==> src/hw/rtl/sset_pkg.sv <==
// Package for the sorted sparse entry table.
// Holds the sequencer state type, opcode and status codes and the cell control struct.
// No dependencies.
package sset_pkg;

   typedef enum logic [1:0] {
      ST_IDLE,
      ST_EXEC,
      ST_REDUCE
   } sset_state_type;

   localparam logic OP_INSERT = 1'b0;
   localparam logic OP_READ   = 1'b1;

   localparam logic [1:0] STATUS_STORED  = 2'd0;
   localparam logic [1:0] STATUS_SKIPPED = 2'd1;
   localparam logic [1:0] STATUS_FULL    = 2'd2;
   localparam logic [1:0] STATUS_READ    = 2'd3;

   // Broadcast control that every cell sees in the execute cycle.
   typedef struct packed {
      logic insert_en;
      logic read_en;
   } sset_bcast_type;

endpackage

==> src/hw/rtl/sset_cell.sv <==
// One cell of the sorted entry chain: holds a single entry and its read hit flag.
// Depends on sset_pkg for the broadcast control struct.
module sset_cell import sset_pkg::*; #(
   parameter int INDEX      = 0,
   parameter int COORD_BITS = 16,
   parameter int VALUE_BITS = 32,
   parameter int CNT_BITS   = 7,
   parameter int POS_BITS   = 6
) (
   input  logic                    clock,
   input  logic                    reset,
   input  sset_bcast_type          bcast,
   input  logic [CNT_BITS-1:0]     count,
   input  logic [POS_BITS-1:0]     position,
   input  logic [COORD_BITS-1:0]   new_row,
   input  logic [COORD_BITS-1:0]   new_col,
   input  logic [VALUE_BITS-1:0]   new_value,
   input  logic                    take_prev,
   input  logic [COORD_BITS-1:0]   prev_row,
   input  logic [COORD_BITS-1:0]   prev_col,
   input  logic [VALUE_BITS-1:0]   prev_value,
   output logic                    take,
   output logic [COORD_BITS-1:0]   row,
   output logic [COORD_BITS-1:0]   col,
   output logic [VALUE_BITS-1:0]   value,
   output logic [COORD_BITS-1:0]   rd_row,
   output logic [COORD_BITS-1:0]   rd_col,
   output logic [VALUE_BITS-1:0]   rd_value
);

   logic [COORD_BITS-1:0] row_ff, row_in;
   logic [COORD_BITS-1:0] col_ff, col_in;
   logic [VALUE_BITS-1:0] value_ff, value_in;
   logic                  hit_ff, hit_in;
   logic                  occupied;

   assign occupied = CNT_BITS'(INDEX) < count;

   // The new entry lands in the first cell whose key is greater, or in the first
   // empty cell when no stored key is greater.
   assign take = occupied ? ({row_ff, col_ff} > {new_row, new_col})
                          : (CNT_BITS'(INDEX) == count);

   always_comb begin
      row_in   = row_ff;
      col_in   = col_ff;
      value_in = value_ff;
      if (bcast.insert_en && take) begin
         if (take_prev) begin
            row_in   = prev_row;
            col_in   = prev_col;
            value_in = prev_value;
         end else begin
            row_in   = new_row;
            col_in   = new_col;
            value_in = new_value;
         end
      end
   end

   always_comb begin
      hit_in = 1'b0;
      if (bcast.read_en) begin
         hit_in = occupied && (POS_BITS'(INDEX) == position);
      end
   end

   always_ff @(posedge clock) begin
      row_ff   <= row_in;
      col_ff   <= col_in;
      value_ff <= value_in;
   end

   always_ff @(posedge clock) begin
      if (reset) begin
         hit_ff <= 1'b0;
      end else begin
         hit_ff <= hit_in;
      end
   end

   assign row      = row_ff;
   assign col      = col_ff;
   assign value    = value_ff;
   assign rd_row   = hit_ff ? row_ff   : '0;
   assign rd_col   = hit_ff ? col_ff   : '0;
   assign rd_value = hit_ff ? value_ff : '0;

endmodule

==> config.mk <==
export PLATFORM = sky130hd
export DESIGN_NAME = sset_cell
export DESIGN_NICKNAME = d
export VERILOG_FILES = /design/src/hw/rtl/sset_pkg.sv /design/src/hw/rtl/sset_cell.sv
export SDC_FILE = /design/constraint.sdc
export NUM_CORES = 1
export LEC_CHECK = 0
export ABC_CLOCK_PERIOD_IN_PS = 6600
export BUFFER_PORTS_ARGS = -buffer_cell sky130_fd_sc_hd__buf_4
export CORE_ASPECT_RATIO = 0.7
export CORE_MARGIN = 10
export CORE_UTILIZATION = 42
export DETAILED_ROUTE_END_ITERATION = 10
export GPL_TIMING_DRIVEN = 0
export HOLD_SLACK_MARGIN = 0.1
export PLACE_DENSITY = 0.82
export SLEW_MARGIN = 20
export SYNTH_ARGS = -nofsm -noshare
export SYNTH_HDL_FRONTEND = slang
export SYNTH_SLANG_ARGS = --single-unit
==> constraint.sdc <==
create_clock -name clock -period 6.6 [get_ports clock]
set_clock_uncertainty 0.2 [all_clocks]
set_input_delay 0.66 -clock clock [delete_from_list [all_inputs] [get_ports clock]]
set_output_delay 0.66 -clock clock [all_outputs]
set_load 0.005 [all_outputs]
==> results of run 1 <==
==> layout by cell type (no fill, tap or decap), types with 3 or more instances in the layout <==
| cell type | synthesis | layout |
|---|---|---|
| buf_4 | 0 | 273 |
| and2_1 | 64 | 64 |
| edfxtp_1 | 64 | 64 |
| nand2_1 | 36 | 36 |
| inv_1 | 33 | 33 |
| mux2_2 | 33 | 33 |
| ha_1 | 32 | 32 |
| o21ai_0 | 31 | 31 |
| clkbuf_1 | 12 | 13 |
| a21oi_1 | 13 | 13 |
| nand3_1 | 9 | 9 |
| clkbuf_16 | 0 | 9 |
| nand4_1 | 8 | 8 |
| buf_2 | 4 | 4 |
| a21o_1 | 4 | 4 |
| nor4_1 | 3 | 3 |
| buf_16 | 0 | 3 |
==> registers in the layout, summed over array words and instances, names as in the netlist <==
register  flops
col          16
hit_ff        1
row          16
value        32
==> worst register-to-register path, stage by stage, from the launching register on <==
cell	delay (ns)
edfxtp_1	0.42
ha_1	0.33
nand4_1	0.19
or3_1	0.41
a31oi_1	0.22
nor4_1	0.13
o22ai_4	0.37
buf_16	0.22
buf_16	0.18
==> metal layers <==
layer | GRT usage, % | vias to the layer above | part of all wire, %
li1 | - | 1872 | -
met1 | 21.77 | 1786 | 36
met4 | 5.528 | 0 | 1.6
met5 | 0 | - | 0
met2 | 38.19 | 195 | 51
met3 | 10.16 | 15 | 11
==> per-stage QoR <==
step / hold slack, ns / total power [uW] / util [%] / instances / TNS (ns)
finish: 0.3875 / 1191 / 71.47 / 779 / 0
global route: 0.4062 / 1245 / 71.47 / 779 / 0
CTS: 0.3815 / 1200 / 71.47 / 779 / 0
detailed placement: 0.7227 / 751.6 / 68.43 / 764 / 0
global placement: 0.7186 / 735.6 / 67.37 / 761 / -31.43
floorplan: 0.6091 / 602.8 / - / 364 / 0
==> final cells by class <==
class | count | area share [%]
tap | 124 | 2.384
clock buffer | 10 | 3.518
clock inverter | 5 | 0.7305
sequential | 65 | 29.83
multi-input combinational | 249 | 27.82
buffer | 17 | 1.057
inverter | 33 | 1.903
timing repair buffer | 276 | 32.76
==> worst paths after layout <==
| check | startpoint | end | depth (start not counted) |
|---|---|---|---|
| setup / recovery | new_row[14] | take | 9 |
| hold / removal | position[1] | hit_ff | 4 |
| setup reg to reg | row[11] | value[6] | 8 |
| hold reg to reg | row[4] | col[6] | 5 |
==> cell usage after synthesis <==
master and number:
a2111oi_0 1, a211oi_1 2, a21o_1 4, a21oi_1 13, a221o_1 1, a31oi_1 1, and2_1 64, buf_1 1
buf_2 4, clkbuf_1 12, dfxtp_1 1, edfxtp_1 64, ha_1 32, inv_1 33, mux2_2 33, nand2_1 36
nand3_1 9, nand4_1 8, nand4_2 1, nor2b_1 1, nor3_1 2, nor4_1 3, nor4_2 1, nor4b_1 2
o211ai_1 1, o21ai_0 31, o22ai_1 2, or3_1 1
==> report_power, final <==
part           internal, uW  switching [uW]  total [uW]
logic                   136            96.8         233
registers               492            18.2         510
clock network           286             162         448
total                   914             277        1190
==> cells by family after synthesis <==
group / count (synthesis)
muxes: 33
AOI/OAI and AO/OA: 56
and+or+nand+nor: 128
adders and majority gates: 32
buffers and inverters: 50
DFF: 65
==> impl_metrics.ini, run 1 <==
[grt]
antenna_found_initial = 0
grt.total_usage_pct = 21.26
overflow = 0
grt_max_degree = 24
grt_pass1_vias = 4177
grt_pass1_wl_um = 22680

[clock_tree]
cts_max_level = 3
hold_buffers = 0
post-cts-setup-buffers = 0
clk_pin_slew_ns = 0.05
cts_tree = done
clkSinkCount = 65
cts_buffer_depth = 2
numCtsBuffers = 9
cts_resized = 0
cts-root-buf = clkbuf_16
clock_latency_ns = 0.32

[worst_setup_path]
slowest_delay_ns = 0.48
cp_data_arrival_time_ns = 2.48
path_cells = buf_4 > inv_1 > ha_1 > a21oi_1 > nand2_1 > a221o_1 > nor4_1 > o22ai_1 > buf_4
startpoint_type = input pin
end_kind = output port
cp_common_cell = buf_4
critical_path.slowest_cell = nor4_1
crit_type = in -> out
path_delay_family = compound AO/OA/AOI/OAI gates
critPathRequiredTime_ns = 5.74
ff2ff_setup_slack_ns = 3.62
crit_buf_inv = 3
crit_fanout = 3

[sta]
slew_violations = 0
period_minus_slack_ns = 3.345
worst_slew_pin_slew_ns = 0.6915
min_period_over_period_pct = 50.68
rsz0062_at_grt = false
hold_violations = 0
setup_viol = 0
setup_slack_ns = 3.255
max_freq_ghz = 0.2990
max-slew-margin-rel_pct = 53.25

[layout]
multi_input_area_um2 = 1810
nets = 829
fin_area_um2 = 6509
area_delta_synth_final_pct = 65.56
diodes = 0
drive_gt1_share_pct = 50.08
regArea_um2 = 1942
nFillCells = 717

[floorplan]
start_util_pct = 43.17
die-area_um2 = 13690
fp-row-count = 29
core_um2 = 9107
die_h_um = 100.9
ios = 275
die_w_um = 135.6

[job]
cap_violations = 0

[synthesis]
synth_top_family_by_area = simple AND/OR/NAND/NOR gates
synth_top_area_cell = edfxtp_1
synth_area_leaders = edfxtp_1 49%, and2_1 10%, ha_1 10%
synth-adder-area-share_pct = 10.18
ys_seq_area_share_pct = 49.40
synth.top_cell.area_share_pct = 48.89
ys.warnings.count = 0
synth-simple-area-share_pct = 18.17
synthXorXnorAreaFrac_pct = 0
yosysUniqueCellTypes = 28
synth_nets = 542
avgSynthCellArea_um2 = 10.80
synth_compound_area_share_pct = 7.893
synth_seq_cells = 65
synth_area_um2 = 3931
synthMuxAreaShare_pct = 9.453
syn_inst = 364

[min_path]
hold_path.class = in -> reg

[placement]
post-dp-hpwl_um = 12910
port_buffers = 273
postPlaceCellArea_um2 = 6232
pre_cts_ws_ns = 3.250
gp_congestion = 0.8786

[drt]
wl_per_cell_um = 19.50
drc_errors = 0
num_vias = 3868
wl_um = 15190
vias_per_cell = 4.965
firstDrtPassIters = 5
ant_nets = 0
drt_iter0_drc = 206

[status]
status = complete, no violations

[pwr]
power.density_nw_per_um2 = 182.9
leakage_uw = 0.003128
peakVddDrop_mv = 0.1230
Power figures use the tool's default switching activity.
==> run 2: changes to the inputs <==
- ABC_CLOCK_PERIOD_IN_PS: 6600 -> 2700
- CORE_UTILIZATION: 42 -> 38
- PLACE_DENSITY: 0.82 -> 0.78
- clock period: 6.6 -> 2.7 ns (I/O delays scaled with it)
==> run 2 against run 1 <==
Net effect:
- the run now ends with negative setup slack left
- first-iteration DRC count is 27% higher
- combinational power increased to 3.5 times the previous value
- hold slack got worse by 0.28 ns
- largest power group unchanged
==> impl_metrics.ini, run 2 (synthesis gave the netlist of run 1 again) <==
[worst_setup_path]
end_kind = output port
reg2reg_to = value[31]
critical_path.slowest_cell = edfxtp_1
startpoint_type = register
ff2ff_setup_slack_ns = 0.03
path_cells = ha_4 > nand4_4 > or3_4 > a31oi_4 > nor4_4 > o22ai_1 > buf_4
crit_type = reg -> out
slowest_delay_ns = 0.46
critPathRequiredTime_ns = 2.23
reg2reg_from = row[15]
cp_data_arrival_time_ns = 2.28
reg2reg_depth = 8
crit_fanout = 3

[grt]
grt.total_usage_pct = 24.44
grt_pass1_wl_um = 29100
antenna_found_initial = 1
grt_pass1_vias = 5227
grt_max_degree = 23
overflow = 0

[layout]
final_cell_mix = 294 x buf_4, 112 x dlygate4sd3_1, 64 x and2_1, 64 x edfxtp_1, 36 x nand2_1
fin_area_um2 = 8045
area_delta_synth_final_pct = 104.6
final_common_cell = buf_4
nets = 964
largest_reg_flops = 32
drive_gt1_share_pct = 46.78

[clock_tree]
cts_max_level = 3
cts_tree = done
clk_pin_slew_ns = 0.05
numCtsBuffers = 9
clkSinkCount = 65
cts-root-buf = clkbuf_16
clock_latency_ns = 0.33
cts_buffer_depth = 2

[sta]
setup_slack_ns = -0.05397
tns_ns = -0.05397
min_period_over_period_pct = 102.0
slew_violations = 0
max-slew-margin-rel_pct = 56.13
hold_violations = 0
period_minus_slack_ns = 2.754
worst_slew_pin_slew_ns = 0.6571
rsz0062_at_grt = true
max_freq_ghz = 0.3631
setup_viol = 1

[drt]
firstDrtPassIters = 5
vias_per_cell = 5.115
wl_per_cell_um = 21.35
wl_um = 19640
ant_nets = 0
num_vias = 4706
drt_iter0_drc = 261
drc_errors = 0

[floorplan]
core_um2 = 9910
start_util_pct = 39.67
ios = 275
die-area_um2 = 14880
die_w_um = 141.6
fp-row-count = 30
die_h_um = 105.1

[min_path]
whs_endpoint = col[10]
holdPathStages = 3
hold_path.class = in -> reg
hp-start = new_col[10]

[pwr]
peakVddDrop_mv = 0.3816
power.density_nw_per_um2 = 399.2
leakage_uw = 0.003759

[placement]
gp_congestion = 0.7929
port_buffers = 273
postPlaceCellArea_um2 = 6315
post-dp-hpwl_um = 13100

[status]
status = complete, but fails checks
violations = negative setup slack

[job]
cap_violations = 0
## run 2: power by group
group / switching [uW] / total [uW] / internal (uW)
registers: 47.3 / 1250 / 1200
logic: 317 / 824 / 507
clock network: 429 / 1140 / 709
## run 2: critical path, delay by kind of cell, from the launching register on
kind	cells	cell delay, ns
buffers and inverters	1	0.14
adder cells (fa/ha/maj)	1	0.32
AO/OA/AOI/OAI	2	0.37
AND/OR/NAND/NOR	3	0.66
flip-flops	1	0.46
## run 2: worst max path at each step
stage | from | cells past startpoint | slack (ns) | endpoint
floorplan | row[11] | 6 | -0.43 | col[0]
global placement | row[10] | 6 | -1.03 | value[5]
detailed placement | col[1] | 8 | -0.37 | value[3]
CTS | col[14] | 6 | -0.01 | take
global route | row[4] | 8 | -0.11 | take
finish | row[15] | 7 | -0.05 | take
## run 2: final cells by class
class	instances	area, um^2
flip-flops and latches	65	1942
diodes	1	2.502
repair buffers	411	3448
clock buffers	10	229.0
clock inverters	6	58.81
inverters	33	123.9
multi-input cells	249	2012
fillers	585	1864
plain buffers	17	68.82
well taps	128	160.2
## run 2: what timing repair did
action,in CTS,in global routing
cloned,0,0
endpoints found under the setup margin,65,65
hold buffers,112,0
gates resized for setup,7,10
pin swaps,7,10
endpoints found under the hold margin,65,0
setup buffers,14,9
## run 2: stage by stage
stage | std cells | util (%) | setup slack, ns | power [uW] | hold slack, ns
floorplan | 364 | - | -0.4275 | 1487 | 0.2191
global placement | 765 | 62.89 | -1.029 | 1812 | 0.3227
detailed placement | 768 | 63.72 | -0.3723 | 1855 | 0.3232
CTS | 910 | 79.46 | -0.01217 | 3159 | 0.1016
global route | 920 | 81.19 | -0.1065 | 3326 | 0.1241
finish | 920 | 81.19 | -0.05397 | 3212 | 0.1071
## run 2: metal layers
metal | track usage (%) | vias up | part of all wire (%)
met2 | 45.17 | 262 | 53
li1 | - | 2142 | -
met5 | 0 | - | 0
met1 | 24.52 | 2256 | 35
met4 | 7.351 | 0 | 2.9
met3 | 9.724 | 46 | 9.7
